<file path="src/sv/ffha_ram.sv">
`default_nettype none
// ----------------------------------------------------------------------------
// ffha_ram: generic RAM
// One write port, one read port, registered read data.
// ----------------------------------------------------------------------------
module ffha_ram #(
  parameter int WIDTH = 8,
  parameter int DEPTH = 256
) (
  input  wire logic                     clk,
  input  wire logic                     we,
  input  wire logic [$clog2(DEPTH)-1:0] waddr,
  input  wire logic [WIDTH-1:0]         wdata,
  input  wire logic [$clog2(DEPTH)-1:0] raddr,
  output logic      [WIDTH-1:0]         rdata
);

  logic [WIDTH-1:0] mem [DEPTH];

  always_ff @(posedge clk) begin
    if (we) begin
      mem[waddr] <= wdata;
    end
    rdata <= mem[raddr];
  end

endmodule
`default_nettype wire

</file>
<file path="config.mk">
export PLATFORM = sky130hd
export DESIGN_NAME = ffha_ram
export DESIGN_NICKNAME = d
export VERILOG_FILES = /design/src/sv/ffha_ram.sv
export SDC_FILE = /design/constraint.sdc
export NUM_CORES = 2
export LEC_CHECK = 0
export BUFFER_PORTS_ARGS = -buffer_cell sky130_fd_sc_hd__buf_4
export CORE_ASPECT_RATIO = 1.2
export CORE_UTILIZATION = 50
export DETAILED_ROUTE_END_ITERATION = 16
export GPL_TIMING_DRIVEN = 0
export PLACE_DENSITY = 0.63
export SYNTH_ARGS = -nofsm -noshare
export SYNTH_HDL_FRONTEND = slang
export SYNTH_SLANG_ARGS = --single-unit
</file>
<file path="constraint.sdc">
create_clock -name clk -period 2.45 [get_ports clk]
set_input_delay 0.3675 -clock clk [delete_from_list [all_inputs] [get_ports clk]]
set_output_delay 0.3675 -clock clk [all_outputs]
set_load 0.02 [all_outputs]
</file>
==> results.py <==
metrics = {
    "finish": {
        "synthToLayoutAreaGrowth_pct": 14.46,
        "drive_gt1_share_pct": 29.55,
        "final_core_utilization_pct": 57.58,
        "nNetsFinal": 4042,
        "final_area_sq_mm": 0.09106,
    },
    "flow_run": {
        "maxCapViolCount": 0,
    },
    "timing": {
        "worst_slew_pin_slew_ps": 1327,
        "setup_violations": 307,
        "min_period_ps": 2651,
        "fin_crit_sh_pct": 108.2,
        "worst_slack_ps": -201.2,
        "rsz0062_at_grt": "yes",
        "hold_slack_ps": -21.57,
        "drv_slew": 0,
        "skew_ps": 31.61,
        "hold_violations": 5,
        "relSlewSlack_pct": 11.21,
        "max_freq_ghz": 0.3772,
    },
    "critical_path": {
        "worstSetupStartpoint": "raddr[4]",
        "path_max_fanout": 10,
        "critPathSlowestCell": "a21oi_1",
        "r2r-end": "rdata[4]",
        "crit_type": "primary input to flop",
        "crit_arrival_ps": 3340,
        "worstPathCellList": "buf_4 > buf_4 > clkbuf_4 > nand2b_1 > clkbuf_2 > a21oi_1 > nor3_1 > nor4_4",
        "crit_required_ps": 3140,
        "timing.rr.start": "mem[83][4]",
        "startpoint_type": "primary input",
        "path_common_cell": "buf_4",
        "reg2reg_slack_ps": -180,
        "cp-end-kind": "flop",
        "cp_slowest_stage_delay_ps": 560,
        "reg2regPathDepth": 5,
    },
    "global_route": {
        "grt.busiest_layer": "met2",
        "grt_pass1_vias": 41160,
        "globalRouteMet2Util_pct": 46.82,
        "grt_use_total_pct": 30.03,
        "grt.met1_usage_pct": 38.91,
        "grt_max_degree": 154,
        "grt_pass1_wl_um": 328600,
        "antenna_found_initial": 14,
        "grt_util_met3_pct": 6.882,
        "grt_overflow": 0,
    },
    "clocking": {
        "clk_pin_slew_ps": 60,
        "cts_made_buffers": 192,
        "cts_tree": "built",
        "htree_num_levels": 4,
        "cts_root_buffer": "clkbuf_16",
        "clk_latency_ps": 850,
        "clockBufferDepth": 3,
        "clock_sinks": 2056,
    },
    "floorplan": {
        "fp-row-count": 160,
        "io_pins": 34,
        "dieWidth_um": 366.1,
        "core_area_sq_mm": 0.1582,
        "initial_core_util_pct": 50.30,
        "dieHeight_um": 439.0,
        "die_area_sq_mm": 0.1607,
    },
    "routing": {
        "avgViaCountPerCell": 6.582,
        "num_vias": 41420,
        "dr.pass1.iters": 6,
        "route.detailed.wl_per_inst_um": 38.11,
        "detail-route-antenna-nets": 0,
        "drc": 0,
        "drt_iter0_markers": 6109,
        "wirelength_um": 239800,
    },
    "power_and_ir_drop": {
        "power.leakage_nw": 27.97,
        "peakVddDrop_v": 0.0007044,
        "power_density_mw_per_mm2": 793.9,
        "total_power_mw": 72.30,
    },
    "status": {
        "violations": "negative hold slack, negative setup slack",
        "outcome": "complete, but fails checks",
    },
    "yosys": {
        "synthAdderAreaFrac_pct": 0,
        "ys_seq_area_share_pct": 77.50,
        "synth_top_area_share_pct": 77.30,
        "yosysTopAreaCell": "edfxtp_1",
        "synth_ff_type": "edfxtp_1",
        "yosys.area_share.simple_pct": 2.628,
        "synth_compound_area_share_pct": 3.419,
        "synth_common_cells": "2048 x edfxtp_1, 454 x mux4_2, 282 x nor2_1",
        "syn_area_sq_mm": 0.07956,
        "async_reset_ff_share_pct": 0,
        "synth_xor_area_share_pct": 0,
        "syn_nets": 3759,
        "yosys_warnings": 0,
        "syn-mean-instance-area_sq_um": 21.31,
        "ys_types": 55,
        "synth-edff-count": 2048,
        "synthMuxAreaShare_pct": 14.62,
        "synth_top_family_by_area": "multiplexers",
        "synth.area.top_cells": "edfxtp_1 77%, mux4_2 13%, mux2i_1 1.7%, nor2_1 1.3%, a22oi_1 1.3%",
        "synth_cells": 3733,
        "synth.most_common_cell": "edfxtp_1",
        "synth-seq-cells": 2056,
    },
    "min_path": {
        "hp-start": "wdata[0]",
        "min_path_cells": 1,
        "hold_class": "primary input to flop",
        "hold_end": "mem[111][0]",
    },
    "place": {
        "place_area_sq_mm": 0.08278,
        "io_buffers": 26,
        "hpwl_um": 159700,
        "dpl_worst_slack_ps": -2893,
        "gp_congestion": 0.9426,
    },
}
[through the flow]
step / setup TNS (ps) / cells
final: -13530 / 6294
after global routing: -3513 / 6289
after CTS: -899.5 / 6282
after detailed placement: -1889260 / 5878
after global placement: -2750470 / 5865
after floorplan: 0 / 3733
[registers in the layout, summed over array words and instances (netlist names)]
name / count
mem: 2048
rdata: 8
[kinds of logic after synthesis]
logic type	after synthesis
AOI/OAI and AO/OA	385
buffers and inverters	235
DFF	2056
muxes	591
and+or+nand+nor	466
[power by group]
part | internal [mW] | leakage [nW] | switching [mW] | total [mW]
combinational | 1.43 | 6.57 | 3.09 | 4.52
sequential | 38.8 | 18.5 | 0.0246 | 38.8
clock | 15.9 | 2.93 | 13.1 | 29.0
total | 56.1 | 28.0 | 16.2 | 72.3
[worst max-delay path: cells and delay by family]
kind            cells  cell delay, ps
compound gates      1             560
buf+inv             4            1250
simple gates        3            1110
[layout by cell type, fill, tap and decap left out, types with 32 or more instances in the layout]
cell / synthesis / final
mux4_2: 454 / 454
nor2_4: 0 / 49
nor2_2: 0 / 83
edfxtp_1: 2048 / 2048
clkbuf_16: 0 / 196
o221ai_1: 46 / 39
a22oi_1: 133 / 127
buf_4: 27 / 105
clkbuf_2: 0 / 32
clkinv_2: 0 / 33
clkbuf_4: 0 / 34
clkinv_1: 1 / 47
mux2i_1: 134 / 134
nand2_1: 33 / 33
clkbuf_1: 111 / 90
a21oi_1: 96 / 74
nor2_1: 282 / 150
[final cells by class]
cell class	instances	area, sq um
fillers	11570	67090
flip-flops and latches	2056	61660
multi-input cells	1442	17910
clock buffers	255	5166
well taps	2106	2635
plain buffers	230	1871
repair buffers	92	965.9
clock inverters	102	823.3
diodes	9	22.52
inverters	2	7.507
[timing repair]
item                                   in CTS  in global routing
gates resized for setup                   433                118
endpoints found under the hold margin      65                  0
setup endpoints to repair                1230                843
hold buffers                                1                  0
pin swaps                                  56                 23
buffers inserted                           48                  3
[routing by layer]
metal  share of wire [%]  wire, um
met5               0.065       155
met4                 6.7     15960
met3                  10     23870
met2                  47    112900
met1                  36     86970
[worst max path at each step]
stage | end | slack, ps | depth (start not counted)
final | rdata[4] | -200 | 8
after floorplan | rdata[2] | 140 | 9
after detailed placement | rdata[4] | -2890 | 9
after global placement | rdata[2] | -3060 | 8
after CTS | rdata[4] | -180 | 10
after global routing | rdata[4] | -130 | 5
(Power assumes the default switching activity.)
