### src/sv/ffha_pkg.sv
`default_nettype none
// ----------------------------------------------------------------------------
// ffha_pkg: shared types and constants
// Geometry, codes and the extent/cell-control types of the first-fit heap
// allocator.
// ----------------------------------------------------------------------------
package ffha_pkg;

  localparam int HEAP_BYTES       = 65536;
  localparam int MAX_FREE_EXTENTS = 64;
  localparam int HEADER_BYTES     = 16;
  localparam int ALIGN_BYTES      = 8;
  localparam int TAG_DEPTH        = HEAP_BYTES / ALIGN_BYTES;

  localparam int OFF_W    = $clog2(HEAP_BYTES);
  localparam int SIZE_W   = OFF_W + 1;
  localparam int IDX_W    = $clog2(MAX_FREE_EXTENTS + 1);
  localparam int SCAN_W   = $clog2(MAX_FREE_EXTENTS);
  localparam int TAG_AW   = $clog2(TAG_DEPTH);
  localparam int ALIGN_SH = $clog2(ALIGN_BYTES);

  // port widths
  localparam int ACTION_W = 2;
  localparam int REQ_W    = 17;
  localparam int ADDR_W   = 16;
  localparam int STATUS_W = 2;
  localparam int BLK_W    = REQ_W + 1;

  localparam logic [ACTION_W-1:0] ACT_ALLOC = 2'd0;
  localparam logic [ACTION_W-1:0] ACT_FREE  = 2'd1;
  localparam logic [ACTION_W-1:0] ACT_INIT  = 2'd2;

  localparam logic [STATUS_W-1:0] ST_OK    = 2'd0;
  localparam logic [STATUS_W-1:0] ST_NOFIT = 2'd1;
  localparam logic [STATUS_W-1:0] ST_DONE  = 2'd2;
  localparam logic [STATUS_W-1:0] ST_FULL  = 2'd3;

  typedef struct packed {
    logic              valid;
    logic [OFF_W-1:0]  off;
    logic [SIZE_W-1:0] size;
  } extent_t;

  // broadcast to every cell of the chain
  typedef struct packed {
    logic             init;     // load the single whole-heap extent
    logic             rot;      // every cell takes its right neighbor
    logic             rep;      // overwrite cell rep_idx with ent
    logic             ins;      // open a hole at mod_idx, fill with ent
    logic             rm;       // close the hole at mod_idx
    logic [IDX_W-1:0] rep_idx;
    logic [IDX_W-1:0] mod_idx;
    extent_t          ent;
  } cell_ctl_t;

endpackage
`default_nettype wire

### src/sv/ffha_cell.sv
`default_nettype none
// ----------------------------------------------------------------------------
// ffha_cell: one free-extent slot
// Holds one extent; rotates, shifts for insert/remove or is overwritten.
// ----------------------------------------------------------------------------
module ffha_cell (
  input  wire logic                      clk,
  input  wire logic                      rst_n,
  input  wire logic [ffha_pkg::IDX_W-1:0] my_idx,
  input  wire ffha_pkg::cell_ctl_t        ctl,
  input  wire ffha_pkg::extent_t          left_ent,
  input  wire ffha_pkg::extent_t          right_ent,
  output ffha_pkg::extent_t               ent
);
  import ffha_pkg::*;

  extent_t ent_r;
  extent_t ent_nxt;

  always_comb begin
    ent_nxt = ent_r;
    if (ctl.init) begin
      ent_nxt = (my_idx == '0) ? ctl.ent : '0;
    end else if (ctl.rot) begin
      ent_nxt = right_ent;
    end else if (ctl.rep && my_idx == ctl.rep_idx) begin
      ent_nxt = ctl.ent;
    end else if (ctl.ins && my_idx == ctl.mod_idx) begin
      ent_nxt = ctl.ent;
    end else if (ctl.ins && my_idx > ctl.mod_idx) begin
      ent_nxt = left_ent;
    end else if (ctl.rm && my_idx >= ctl.mod_idx) begin
      ent_nxt = right_ent;
    end
  end

  // only the valid bit needs a reset value
  always_ff @(posedge clk) begin
    if (!rst_n) begin
      ent_r.valid <= 1'b0;
    end else begin
      ent_r.valid <= ent_nxt.valid;
    end
    ent_r.off  <= ent_nxt.off;
    ent_r.size <= ent_nxt.size;
  end

  assign ent = ent_r;

endmodule
`default_nettype wire

### config.mk
export PLATFORM = sky130hd
export DESIGN_NAME = ffha_cell
export DESIGN_NICKNAME = d
export VERILOG_FILES = /design/src/sv/ffha_pkg.sv /design/src/sv/ffha_cell.sv
export SDC_FILE = /design/constraint.sdc
export NUM_CORES = 1
export LEC_CHECK = 0
export BUFFER_PORTS_ARGS = -buffer_cell sky130_fd_sc_hd__buf_2
export CAP_MARGIN = 15
export CELL_PAD_IN_SITES_DETAIL_PLACEMENT = 1
export CELL_PAD_IN_SITES_GLOBAL_PLACEMENT = 2
export CORE_UTILIZATION = 27
export CTS_CLUSTER_SIZE = 25
export DETAILED_ROUTE_END_ITERATION = 12
export PLACE_DENSITY = 0.95
export SYNTH_ARGS = -nofsm -noshare
export SYNTH_HDL_FRONTEND = slang
export SYNTH_SLANG_ARGS = --single-unit
### constraint.sdc
create_clock -name clk -period 7.3 [get_ports clk]
set_input_delay 0 -clock clk [delete_from_list [all_inputs] [get_ports clk]]
set_output_delay 0 -clock clk [all_outputs]
set_load 0.01 [all_outputs]
==> impl_metrics.yaml <==
layout:
  layout-drive-gt1-share_pct: 46.9
  layout_commonest_cell: "buf_2"
  layout_common_cells: "163 x buf_2, 38 x o21ai_0, 35 x nand2_1"
  syn_to_final_growth_pct: 37.0
  diodes: 0
  fin_area_um2: 4050
  largest_register_ff_count: 34
  nNetsFinal: 608
setup_path:
  r2r_slack_ns: 6.68
  r2r-end: "ent[33]"
  path_class: "input port to flop"
  reg2reg_from: "ent[33]"
  worstPathRequired_ns: 7.46
  worstPathArrival_ns: 2.69
  ff2ff_path_depth: 2
  cp-start-kind: "input port"
  end_kind: "flop"
  critPathMaxFanout: 69
synthesis:
  ys_ff_latch: 34
  netlist.area_leader.share_pct: 33.6
  postSynth.asyncResetShare_pct: 0
  synthTopCellsByArea: "edfxtp_1 34%, mux2_4 15%, o21bai_1 8.4%, o21ai_0 6.4%, o21ai_1 5.3%"
  synth_top_cell_by_area: "edfxtp_1"
  synth_nets: 449
  ys.flop_type: "edfxtp_1"
  syn_inst: 312
  synth_warnings: 0
  yosys.cell_types.count: 37
  synth_edf_count: 33
  syn_area_um2: 2950
  seq_area_frac_synth_pct: 34.3
  syn_area_per_cell_um2: 9.46
die:
  ios: 164
  core_area_um2: 10500
  die_y_um: 107
  dieWidth_um: 107
  rows: 37
  initial_core_util_pct: 28.2
  die_area_um2: 11400
sta:
  slew_violations: 0
  period_minus_slack_ns: 2.53
  period_share_pct: 34.7
  relSlewSlack_pct: 28.6
  setup_violations: 0
  worst_slew_pin_slew_ns: 1.07
  fin_skew_ns: 0
  hold_viol: 0
  rsz0062_at_grt: "false"
  max_freq_ghz: 0.395
  fin_setup_tns_ns: 0
grt:
  first_global_vias: 3154
  grt_first_pass_wirelength_um: 15100
  grt_max_degree: 70
  grt_overflow: 0
  antenna_found_initial: 0
  grt_use_total_pct: 16.6
place:
  gp_congestion: 0.737
  placed_area_um2: 3820
  place_hpwl_um: 6860
  numPortBuffers: 163
routing:
  routedWlPerCell_um: 15.6
  drc: 0
  vias_per_cell: 4.99
  drtAntennaViolNets: 0
  wirelength_um: 9440
  num_vias: 3030
  drt_iter0_drc: 87
  dr.pass1.iters: 4
clocking:
  cts_tree: "done"
  cts_sinks: 34
  clkLatencyLatePin_ns: 0.27
  clk_pin_slew_ns: 0.07
  cts_made_buffers: 5
  root_buffer: "clkbuf_8"
  cts.path.max_buffers: 2
  htree_levels: 2
run_status:
  outcome: "completed"
min_path:
  holdPathEnd: "ent[12]"
  hp-start: "ctl[12]"
  min_path_type: "input port to flop"
  hold_path_depth: 3
power:
  cellLeakagePower_uw: 0.00188
  power_density_nw_per_um2: 152
  peakVddDrop_uv: 73.7
run:
  cap_violations: 0
## repair_timing
action	in CTS	in global routing
endpoints found under the setup margin	0	0
setup buffers	0	0
hold buffers	9	0
gates resized for setup	0	0
hold endpoints to repair	9	0
## final cells by class
type	instances	area [um^2]
Fill cell	1276	6420
Multi-Input combinational cell	244	1770
Sequential cell	34	1010
Timing Repair Buffer	176	956
Tap cell	136	170
Clock buffer	5	68.8
Inverter	10	37.5
Clock inverter	2	33.8
## worst max path at each step
stage,start,end,slack (ns),cells after the start
2_1_floorplan,ctl[40],ent[33],4.56,9
3_3_place_gp,ctl[51],ent[27],4.02,4
3_5_place_dp,ctl[51],ent[30],3.91,4
4_1_cts,ctl[51],ent[23],4.21,4
5_1_grt,my_idx[6],ent[33],4.50,9
6_report,my_idx[6],ent[33],4.77,9
## worst max-delay path: stages
cell and delay [ns]:
buf_2 0.13, ha_1 0.34, nand4_2 0.14, or2_4 0.16
o22a_4 0.61, nand4_1 0.67, buf_4 0.43, o21ai_1 0.15
a31oi_1 0.05
## power by group
part           internal (uW)  switching, uW  leakage (uW)
combinational            101           96.4       0.00146
sequential               245           7.88      0.000368
clock                   98.7           66.3     0.0000517
## synthesized netlist by cell type, types with 6 or more instances
| cell type | count |
|---|---|
| o21ai_0 | 38 |
| nand2_1 | 35 |
| edfxtp_1 | 33 |
| o21bai_1 | 33 |
| o21ai_1 | 31 |
| mux2_4 | 29 |
| a21oi_1 | 28 |
| clkbuf_1 | 12 |
| a21oi_2 | 10 |
| inv_1 | 9 |
| ha_1 | 7 |
| xnor2_1 | 7 |
| buf_2 | 6 |
## through the flow
stage,utilization (%),total power (uW),setup slack [ns],hold slack (ns),instances
after floorplan,-,368,4.56,0.142,312
after global placement,36.6,445,4.02,0.268,590
after detailed placement,36.6,451,3.91,0.278,590
after CTS,38.4,625,4.21,0.0000538,606
after global routing,38.7,652,4.50,0.00138,607
final,38.7,615,4.77,0.0134,607
## layer usage
metal | share of wire, % | track usage (%) | routed length (um) | up-vias
met5 | 0 | 0 | 0 | -
met4 | 0.87 | 3.33 | 82 | 0
met3 | 6.0 | 4.05 | 566 | 9
met2 | 47 | 28.8 | 4450 | 114
met1 | 46 | 20.9 | 4350 | 1432
li1 | - | - | - | 1475
## cell families (layout without fill, tap and decap cells)
kind of cell / after synthesis / after routing / share of synthesized area, %
mux: 34 / 34 / 16.6
fa+ha+maj: 7 / 7 / 2.97
compound gates: 148 / 148 / 30.8
flops: 34 / 34 / 34.3
simple gates: 48 / 48 / 7.46
xor+xnor: 7 / 7 / 2.08
buf+inv: 34 / 193 / 5.85
(Power assumes the default switching activity.)
